File: src/sbsm_pkg.sv
package sbsm_pkg;

   localparam int ADDR_W = 16;
   localparam int DATA_W = 8;
   localparam int BANK_W = 5;
   localparam int COUNT_W = 3;

   // address bits that pick the target register
   localparam int SEL_LSB = 13;
   localparam int SEL_MSB = 14;

   // data bits with a meaning of their own
   localparam int CLEAR_BIT = 7;
   localparam int SERIAL_BIT = 0;

   localparam logic [COUNT_W-1:0] LAST_COUNT = COUNT_W'(4);

   localparam logic [BANK_W-1:0] PRG_HIGH_BANK = BANK_W'(15);
   localparam logic [BANK_W-1:0] RESET_PRG_LOW = BANK_W'(14);
   localparam logic [BANK_W-1:0] RESET_CHR_LOW = BANK_W'(0);
   localparam logic [BANK_W-1:0] RESET_CHR_HIGH = BANK_W'(1);

   typedef enum logic [1:0] {
      SEL_CONTROL = 2'd0,
      SEL_CHR_ZERO = 2'd1,
      SEL_CHR_ONE = 2'd2,
      SEL_PRG = 2'd3
   } sbsm_sel_type;

   // decoded write as held in the input register
   typedef struct packed {
      sbsm_sel_type sel;
      logic clear;
      logic serial;
   } sbsm_cmd_type;

   typedef struct packed {
      logic [BANK_W-1:0] prg_low_bank;
      logic [BANK_W-1:0] chr_low_bank;
      logic [BANK_W-1:0] chr_high_bank;
      logic [BANK_W-1:0] control_value;
   } sbsm_result_type;

endpackage

File: src/sbsm_req_if.sv
interface sbsm_req_if;
   import sbsm_pkg::*;

   logic valid;
   logic ready;
   logic [ADDR_W-1:0] address;
   logic [DATA_W-1:0] write_data;

   modport source (output valid, output address, output write_data, input ready);
   modport sink (input valid, input address, input write_data, output ready);
endinterface

File: src/sbsm_rsp_if.sv
interface sbsm_rsp_if;
   import sbsm_pkg::*;

   logic valid;
   logic ready;
   logic [BANK_W-1:0] prg_low_bank;
   logic [BANK_W-1:0] prg_high_bank;
   logic [BANK_W-1:0] chr_low_bank;
   logic [BANK_W-1:0] chr_high_bank;
   logic [BANK_W-1:0] control_value;

   modport source (
      output valid, output prg_low_bank, output prg_high_bank,
      output chr_low_bank, output chr_high_bank, output control_value,
      input ready
   );
   modport sink (
      input valid, input prg_low_bank, input prg_high_bank,
      input chr_low_bank, input chr_high_bank, input control_value,
      output ready
   );
endinterface

File: src/sbsm_core.sv
module sbsm_core (
   input logic clock,
   input logic reset,
   input logic step,
   input sbsm_pkg::sbsm_cmd_type cmd,
   output sbsm_pkg::sbsm_result_type result
);
   import sbsm_pkg::*;

   // shift register never holds a set bit 4 between writes
   logic [BANK_W-2:0] shift_ff, shift_in;
   logic [COUNT_W-1:0] count_ff, count_in;
   logic [BANK_W-1:0] control_ff, control_in;
   logic [BANK_W-1:0] chr_sel0_ff, chr_sel0_in;
   logic [BANK_W-1:0] chr_sel1_ff, chr_sel1_in;
   logic [BANK_W-1:0] prg_sel_ff, prg_sel_in;
   logic [BANK_W-1:0] prg_win_ff, prg_win_in;
   logic [BANK_W-1:0] chr_win_lo_ff, chr_win_lo_in;
   logic [BANK_W-1:0] chr_win_hi_ff, chr_win_hi_in;
   logic [BANK_W-1:0] full;

   always_comb begin
      shift_in = shift_ff;
      count_in = count_ff;
      control_in = control_ff;
      chr_sel0_in = chr_sel0_ff;
      chr_sel1_in = chr_sel1_ff;
      prg_sel_in = prg_sel_ff;
      full = {cmd.serial, shift_ff};

      if (cmd.clear) begin
         shift_in = '0;
         count_in = '0;
      end else if (count_ff != LAST_COUNT) begin
         shift_in = {cmd.serial, shift_ff[BANK_W-2:1]};
         count_in = count_ff + COUNT_W'(1);
      end else begin
         case (cmd.sel)
            SEL_CONTROL: control_in = full;
            SEL_CHR_ZERO: chr_sel0_in = full;
            SEL_CHR_ONE: chr_sel1_in = full;
            SEL_PRG: prg_sel_in = full;
            default: control_in = control_ff;
         endcase
         shift_in = '0;
         count_in = '0;
      end

      // windows follow the registers as written by this transaction when the control value selects them
      chr_win_lo_in = control_in[4] ? chr_sel0_in : chr_win_lo_ff;
      chr_win_hi_in = control_in[4] ? chr_sel1_in : chr_win_hi_ff;
      prg_win_in = (control_in[3:2] == 2'b11) ? prg_sel_in : prg_win_ff;

      result.prg_low_bank = prg_win_in;
      result.chr_low_bank = chr_win_lo_in;
      result.chr_high_bank = chr_win_hi_in;
      result.control_value = control_in;
   end

   always_ff @(posedge clock) begin
      if (reset) begin
         shift_ff <= '0;
         count_ff <= '0;
         control_ff <= '0;
         chr_sel0_ff <= '0;
         chr_sel1_ff <= '0;
         prg_sel_ff <= '0;
         prg_win_ff <= RESET_PRG_LOW;
         chr_win_lo_ff <= RESET_CHR_LOW;
         chr_win_hi_ff <= RESET_CHR_HIGH;
      end else if (step) begin
         shift_ff <= shift_in;
         count_ff <= count_in;
         control_ff <= control_in;
         chr_sel0_ff <= chr_sel0_in;
         chr_sel1_ff <= chr_sel1_in;
         prg_sel_ff <= prg_sel_in;
         prg_win_ff <= prg_win_in;
         chr_win_lo_ff <= chr_win_lo_in;
         chr_win_hi_ff <= chr_win_hi_in;
      end
   end

endmodule

File: src/serial_bank_switch_mapper.sv
// Serial bank-switch mapper register interface.
// req carries one CPU write (address, write_data) per transaction. Data bit 0
// is shifted into a 5-bit loader; the fifth write lands in the register
// picked by address bits 14:13 (control, CHR bank 0, CHR bank 1, PRG bank).
// A write with data bit 7 set clears the loader and its counter.
// rsp returns one transaction per write with the bank numbers of the four
// windows and the control register as they stand after that write.
// rsp valid rises once a write has passed the input register, then the update
// logic into the result register; a stalled result register delays it further.
// Throughput is one write per cycle while rsp is not stalled.
// When rsp is stalled the result register holds, the input register keeps
// taking one more write, and req.ready drops once both are full; no
// transaction is lost or duplicated.
// Synchronous reset empties both stages and restores the power-up banks:
// PRG low 14, PRG high 15, CHR 0 and 1, control 0.
module serial_bank_switch_mapper (
   input logic clock,
   input logic reset,
   sbsm_req_if.sink req,
   sbsm_rsp_if.source rsp
);
   import sbsm_pkg::*;

   logic in_valid_ff, in_valid_in;
   sbsm_cmd_type cmd_ff;
   logic out_valid_ff, out_valid_in;
   sbsm_result_type result_ff;
   sbsm_result_type result;
   logic out_free;
   logic step;
   logic req_take;

   assign out_free = !out_valid_ff || rsp.ready;
   assign step = in_valid_ff && out_free;
   assign req.ready = !in_valid_ff || out_free;
   assign req_take = req.valid && req.ready;

   assign in_valid_in = req_take || (in_valid_ff && !out_free);
   assign out_valid_in = step || (out_valid_ff && !rsp.ready);

   sbsm_core u_core (
      .clock (clock),
      .reset (reset),
      .step (step),
      .cmd (cmd_ff),
      .result (result)
   );

   always_ff @(posedge clock) begin
      if (reset) begin
         in_valid_ff <= 1'b0;
         out_valid_ff <= 1'b0;
      end else begin
         in_valid_ff <= in_valid_in;
         out_valid_ff <= out_valid_in;
      end
   end

   always_ff @(posedge clock) begin
      if (req_take) begin
         cmd_ff.sel <= sbsm_sel_type'(req.address[SEL_MSB:SEL_LSB]);
         cmd_ff.clear <= req.write_data[CLEAR_BIT];
         cmd_ff.serial <= req.write_data[SERIAL_BIT];
      end
      if (step) begin
         result_ff <= result;
      end
   end

   assign rsp.valid = out_valid_ff;
   assign rsp.prg_low_bank = result_ff.prg_low_bank;
   assign rsp.prg_high_bank = PRG_HIGH_BANK;
   assign rsp.chr_low_bank = result_ff.chr_low_bank;
   assign rsp.chr_high_bank = result_ff.chr_high_bank;
   assign rsp.control_value = result_ff.control_value;

endmodule
File: src/flat_wrapper.sv
// flat-port wrapper written by rule: the top's interface ports become plain ports
module serial_bank_switch_mapper_flat import sbsm_pkg::*;
  (clock, reset, req_valid, req_address, req_write_data, req_ready, rsp_valid, rsp_prg_low_bank, rsp_prg_high_bank, rsp_chr_low_bank, rsp_chr_high_bank, rsp_control_value, rsp_ready);
  sbsm_req_if req_i ();
  sbsm_rsp_if rsp_i ();
  input logic clock;
  input logic reset;
  input wire logic [$bits(req_i.valid)-1:0] req_valid;
  input wire logic [$bits(req_i.address)-1:0] req_address;
  input wire logic [$bits(req_i.write_data)-1:0] req_write_data;
  output wire logic [$bits(req_i.ready)-1:0] req_ready;
  output wire logic [$bits(rsp_i.valid)-1:0] rsp_valid;
  output wire logic [$bits(rsp_i.prg_low_bank)-1:0] rsp_prg_low_bank;
  output wire logic [$bits(rsp_i.prg_high_bank)-1:0] rsp_prg_high_bank;
  output wire logic [$bits(rsp_i.chr_low_bank)-1:0] rsp_chr_low_bank;
  output wire logic [$bits(rsp_i.chr_high_bank)-1:0] rsp_chr_high_bank;
  output wire logic [$bits(rsp_i.control_value)-1:0] rsp_control_value;
  input wire logic [$bits(rsp_i.ready)-1:0] rsp_ready;
  assign req_i.valid = req_valid;
  assign req_i.address = req_address;
  assign req_i.write_data = req_write_data;
  assign req_ready = req_i.ready;
  assign rsp_valid = rsp_i.valid;
  assign rsp_prg_low_bank = rsp_i.prg_low_bank;
  assign rsp_prg_high_bank = rsp_i.prg_high_bank;
  assign rsp_chr_low_bank = rsp_i.chr_low_bank;
  assign rsp_chr_high_bank = rsp_i.chr_high_bank;
  assign rsp_control_value = rsp_i.control_value;
  assign rsp_i.ready = rsp_ready;
  serial_bank_switch_mapper u_core (.clock(clock), .reset(reset), .req(req_i), .rsp(rsp_i));
endmodule
File: config.mk
export PLATFORM = sky130hd
export DESIGN_NAME = serial_bank_switch_mapper_flat
export DESIGN_NICKNAME = d
export VERILOG_FILES = /design/src/sbsm_pkg.sv /design/src/sbsm_req_if.sv /design/src/sbsm_rsp_if.sv /design/src/sbsm_core.sv /design/src/serial_bank_switch_mapper.sv /design/src/flat_wrapper.sv
export SDC_FILE = /design/constraint.sdc
export NUM_CORES = 1
export LEC_CHECK = 0
export BUFFER_PORTS_ARGS = -buffer_cell sky130_fd_sc_hd__buf_2
export CAP_MARGIN = 20
export CORE_MARGIN = 2
export CORE_UTILIZATION = 44
export CTS_CLUSTER_SIZE = 12
export DETAILED_ROUTE_END_ITERATION = 6
export PLACE_DENSITY = 0.62
export SYNTH_ARGS = -nofsm -noshare
export SYNTH_HDL_FRONTEND = slang
export SYNTH_SLANG_ARGS = --single-unit
File: constraint.sdc
create_clock -name clock -period 5.45 [get_ports clock]
set_clock_uncertainty 0.05 [all_clocks]
set_input_delay 1.09 -clock clock [delete_from_list [all_inputs] [get_ports clock]]
set_output_delay 1.09 -clock clock [all_outputs]
set_load 0.05 [all_outputs]
=== Yosys cells after proc, flatten, opt, wreduce, memory -nomap -nowiden ===
Cells that the tools add are included.

* Flip-flop bits (word level): 68
* Output and inout bits: 27
* Input port bits: 28
* Logic and storage cells: 56

* Add/subtract/negate cells: 1
* Equal/unequal tests: 5
* Reductions and logical operators: 13
* Multiplexer cells: 19

{| class="wikitable"
|+ Operators with widths
! cell !! count
|-
| two-way mux 5 bit || 15
|-
| two-way mux 4 bit || 2
|-
| equality test 2 bit (second input constant) || 3
|-
| two-way mux 3 bit || 2
|-
| logical AND 1 bit || 4
|-
| zero test 1 bit || 4
|-
| logical OR 1 bit || 4
|-
| adder 3 x 1 -> 3 bit (second input constant) || 1
|-
| != test 3 bit (second input constant) || 1
|-
| equality test 2 x 1 -> 1 bit (second input constant) || 1
|-
| zero test 2 bit || 1
|}

=== Longest topological paths before layout ===
* Word-level depth: 6
* Gate-level depth with buffers: 8
* Depth with buffers taken out: 6

=== Cells and area by module ===
Synthesis repeated with hierarchy kept, for this count alone.

* Cells, all modules: 262
* Area total of the unflattened synthesis: 3,078.0 um^2

{| class="wikitable"
|+ Modules (own cells, without submodules)
! module !! area an instance (um^2) !! seq. area each (um^2) !! cells an instance !! instances
|-
| sbsm_core || 2,208.4 || 840.8 || 221 || 1
|-
| serial_bank_switch_mapper || 869.6 || 760.7 || 41 || 1
|}

=== Least setup slack after synthesis ===
OpenSTA, ideal clock, no wires.

* Path type: input to output
* Start point: input rsp_ready
* End point: output req_ready
* Stages: 2
* Required time: 4.310 ns
* Buffers on the path: 0
* Data arrival time: 1.860 ns
* Setup slack: 2.450 ns
* Cells stage by stage: nor2b_1 -> nand2_1

* Cells in the longest elaborated chain, start to end: 2

{| class="wikitable"
|+ Ends and longest elaborated chain
! what !! RTL line !! source
|-
| start, declared || flat_wrapper.sv:18 || <nowiki>input wire logic [$bits(rsp_i.ready)-1:0] rsp_ready;</nowiki>
|-
| logical OR 1 bit || serial_bank_switch_mapper.sv:33 || <nowiki>assign out_free = !out_valid_ff || rsp.ready;</nowiki>
|-
| logical OR 1 bit || serial_bank_switch_mapper.sv:35 || <nowiki>assign req.ready = !in_valid_ff || out_free;</nowiki>
|-
| end, declared || flat_wrapper.sv:11 || <nowiki>output wire logic [$bits(req_i.ready)-1:0] req_ready;</nowiki>
|}

Every way passes these cells.

=== Worst setup path in the final report ===
Same ends and word-level chain as after synthesis.

==> results.sh <==
export IMPL_status="completed"
export IMPL_yosys_warnings=0
export IMPL_track_usage=0.175
export IMPL_cap_violations=0
export IMPL_htree_levels=3
export IMPL_vias=2134
export IMPL_cp_arrival_ns=2.06
export IMPL_holdPathStages=2
export IMPL_tightest_slew_ns=0.830
export IMPL_core_um2=6760
export IMPL_die_h_um=87.5
export IMPL_overflow=0
export IMPL_worstPathMaxFanout=6
export IMPL_rsz0062_at_grt="false"
export IMPL_dp_cells=370
export IMPL_clockBufferDepth=2
export IMPL_crit_path_frequent_cell="buf_2"
export IMPL_grt_antenna_before_repair=0
export IMPL_path_clk_slew_ns=0.06
export IMPL_reg2reg_from="u_core.u_core.count_ff[0]$_SDFFE_PP0P_"
export IMPL_crit_family="simple AND/OR/NAND/NOR gates"
export IMPL_critPathMaxStageDelay_ns=0.50
export IMPL_hp_class="reg2reg"
export IMPL_root_buffer="clkbuf_8"
export IMPL_synthFlopType="dfxtp_1"
export IMPL_fmax_mhz=312
export IMPL_first_pass_iters=4
export IMPL_clkLatencyLatePin_ns=0.34
export IMPL_cellPowerDensity_nw_per_um2=305
export IMPL_slowest_stage="nor2b_1"
export IMPL_place_ws_ns=2.27
export IMPL_reg2reg_depth=6
export IMPL_die_x_um=87.5
export IMPL_finalWorstSetupSlack_ns=2.25
export IMPL_max_vdd_ir_drop_mv=0.123
export IMPL_start_util=0.454
export IMPL_totalWireLength_um=6100
export IMPL_grt_max_degree=29
export IMPL_avgSynthCellArea_um2=11.0
export IMPL_synth_top_cell_area_share=0.287
export IMPL_routabilityCongestion=0.768
export IMPL_antenna_left=0
export IMPL_synth_async_reset_ratio=0
export IMPL_viasPerCell=5.51
export IMPL_worstSetupEndpointType="output port"
export IMPL_path_cells="buf_2, nor2b_1, nand2_1, buf_2"
export IMPL_layout_cells_non_filler=387
export IMPL_cts_buffers=9
export IMPL_finalCritPeriodShare=0.588
export IMPL_drive_gt1_frac=0.238
export IMPL_syn2layout_area_growth_pct=12.3
export IMPL_layout_common_cells="dfxtp_1 (44), buf_2 (29), nor2_1 (24), edfxtp_1 (24), mux2_2 (21)"
export IMPL_io_pins=55
export IMPL_synth_edf_count=24
export IMPL_cts_sinks=68
export IMPL_endpoint="req_ready"
export IMPL_fin_crit_ns=3.20
export IMPL_diodes=0
export IMPL_yosysSeqAreaShare=0.522
export IMPL_ys_ff_latch=68
export IMPL_critPathBufInv=2
export IMPL_setup_viol=0
export IMPL_required_ns=4.31
export IMPL_drc_errors=0
export IMPL_netlist_instances=279
export IMPL_ctsHoldBuffers=0
export IMPL_synth_area_leader_cell="dfxtp_1"
export IMPL_io_buffers=29
export IMPL_grt_pass1_vias=2017
export IMPL_cts_resized_gates=0
export IMPL_worstSetupPathType="in2out"
export IMPL_worst_path_stages=4
export IMPL_hp_start="u_core.u_core.count_ff[0]$_SDFFE_PP0P_"
export IMPL_cp_startpoint="rsp_ready"
export IMPL_setup_tns_ns=0
export IMPL_num_rows=30
export IMPL_synth_area_top_cells="dfxtp_1 (29%), edfxtp_1 (24%), mux2_2 (7.7%)"
export IMPL_place_hpwl_um=3940
export IMPL_cts_setup_buffers=0
export IMPL_r2r_slack_ns=3.02
export IMPL_relSlewSlack=0.446
export IMPL_synth_area_um2=3070
export IMPL_grt_first_pass_wirelength_um=10100
export IMPL_first_iter_violations=113
export IMPL_rr_endpoint="u_core.u_core.control_ff[1]$_SDFFE_PP0P_"
export IMPL_hold_viol=0
export IMPL_tritoncts="built"
export IMPL_power_leakage_nw=1.46
export IMPL_avgRoutedWirePerCell_um=15.8
export IMPL_drv_slew=0
export IMPL_critPathLaunchType="input port"
export IMPL_final_common_cell="dfxtp_1"
export IMPL_die_area_um2=7650
export IMPL_ys_types=41
export IMPL_nets=332
[how the worst min path moves through the flow]
stage                     slack (ns)                                     end
after floorplan                 0.40  u_core.u_core.count_ff[0]$_SDFFE_PP0P_
after global placement          0.41  u_core.u_core.count_ff[0]$_SDFFE_PP0P_
after detailed placement        0.43  u_core.u_core.count_ff[0]$_SDFFE_PP0P_
after CTS                       0.44  u_core.u_core.count_ff[0]$_SDFFE_PP0P_
after global routing            0.47  u_core.u_core.count_ff[0]$_SDFFE_PP0P_
final                           0.44  u_core.u_core.count_ff[0]$_SDFFE_PP0P_
[logic make-up (layout without fill, tap and decap cells)]
logic type                 Yosys count  count (layout)  share of synthesized area
AOI/OAI and AO/OA                   59              59                      0.153
adders and majority gates            2               2                    0.00816
buffers and inverters               43              68                     0.0616
muxes                               41              41                      0.142
other                                2               5                    0.00245
DFF                                 68              68                      0.522
and+or+nand+nor                     64              64                      0.110
[area by class of cell]
type	instances	area [um2]
fill	633	3310
sequential	68	1600
multi-input combinational	171	1290
clock buffer	13	170
timing repair buffer	32	168
tap	80	100
inverter	20	75.1
clock inverter	3	42.5
[registers in the layout (all words and copies together) (netlist names)]
signal                       count
u_core.u_core.shift_ff           4
u_core.rsp.prg_low_bank          5
u_core.u_core.prg_sel_ff         5
u_core.u_core.chr_win_lo_ff      5
u_core.rsp.chr_high_bank         5
u_core.u_core.chr_sel1_ff        5
u_core.u_core.count_ff           3
u_core.u_core.prg_win_ff         5
u_core.rsp.control_value         5
u_core.rsp.chr_low_bank          5
u_core.u_core.control_ff         5
u_core.rsp.valid                 1
u_core.in_valid_ff               1
u_core.u_core.chr_sel0_ff        5
u_core.u_core.chr_win_hi_ff      5
u_core.cmd_ff                    4
[power by group]
part | switching [W] | total, W | internal [W]
Combinational | 0.0000518 | 0.0000665 | 0.0000147
Sequential | 0.00000846 | 0.000544 | 0.000536
Clock | 0.000187 | 0.000438 | 0.000251
Total | 0.000247 | 0.00105 | 0.000802
[worst reg2reg max path: stages (launching register included)]
cell      delay (ns)
dfxtp_1         0.37
inv_1           0.07
ha_1            0.27
and4bb_1        0.29
nand2_1         0.64
mux2_2          0.43
o211a_1         0.20
[synthesized netlist by cell type, types with 2 or more instances]
cell / n
dfxtp_1: 44
edfxtp_1: 24
nor2_1: 24
mux2_2: 21
mux2i_1: 20
inv_1: 19
o211a_1: 15
o211ai_1: 14
nand2_1: 12
clkbuf_1: 10
a21oi_1: 9
buf_2: 7
nor3_1: 7
a22oi_1: 5
buf_4: 5
nand2b_1: 5
o21ai_0: 5
nand3_1: 3
o311ai_0: 3
a311oi_1: 2
a31oi_1: 2
conb_1: 2
ha_1: 2
nand4_1: 2
[layer usage]
metal	wire length (um)	global-route usage	up-vias
met2	2830	0.262	60
met4	99	0.0909	0
met1	2940	0.238	1012
met3	228	0.0341	8
li1	-	-	1054
met5	0	0	-
[stage by stage]
| step | util | hold WS (ns) | power, W | instance area, um2 |
|---|---|---|---|---|
| final | 0.510 | 0.436 | 0.00105 | 3440 |
| after floorplan | - | 0.399 | 0.000610 | 3080 |
| after global placement | 0.477 | 0.409 | 0.000621 | 3220 |
| after global routing | 0.510 | 0.469 | 0.00109 | 3440 |
| after detailed placement | 0.477 | 0.427 | 0.000622 | 3220 |
| after CTS | 0.509 | 0.436 | 0.00106 | 3440 |
No activity file was read; power rests on OpenSTA's default activity.
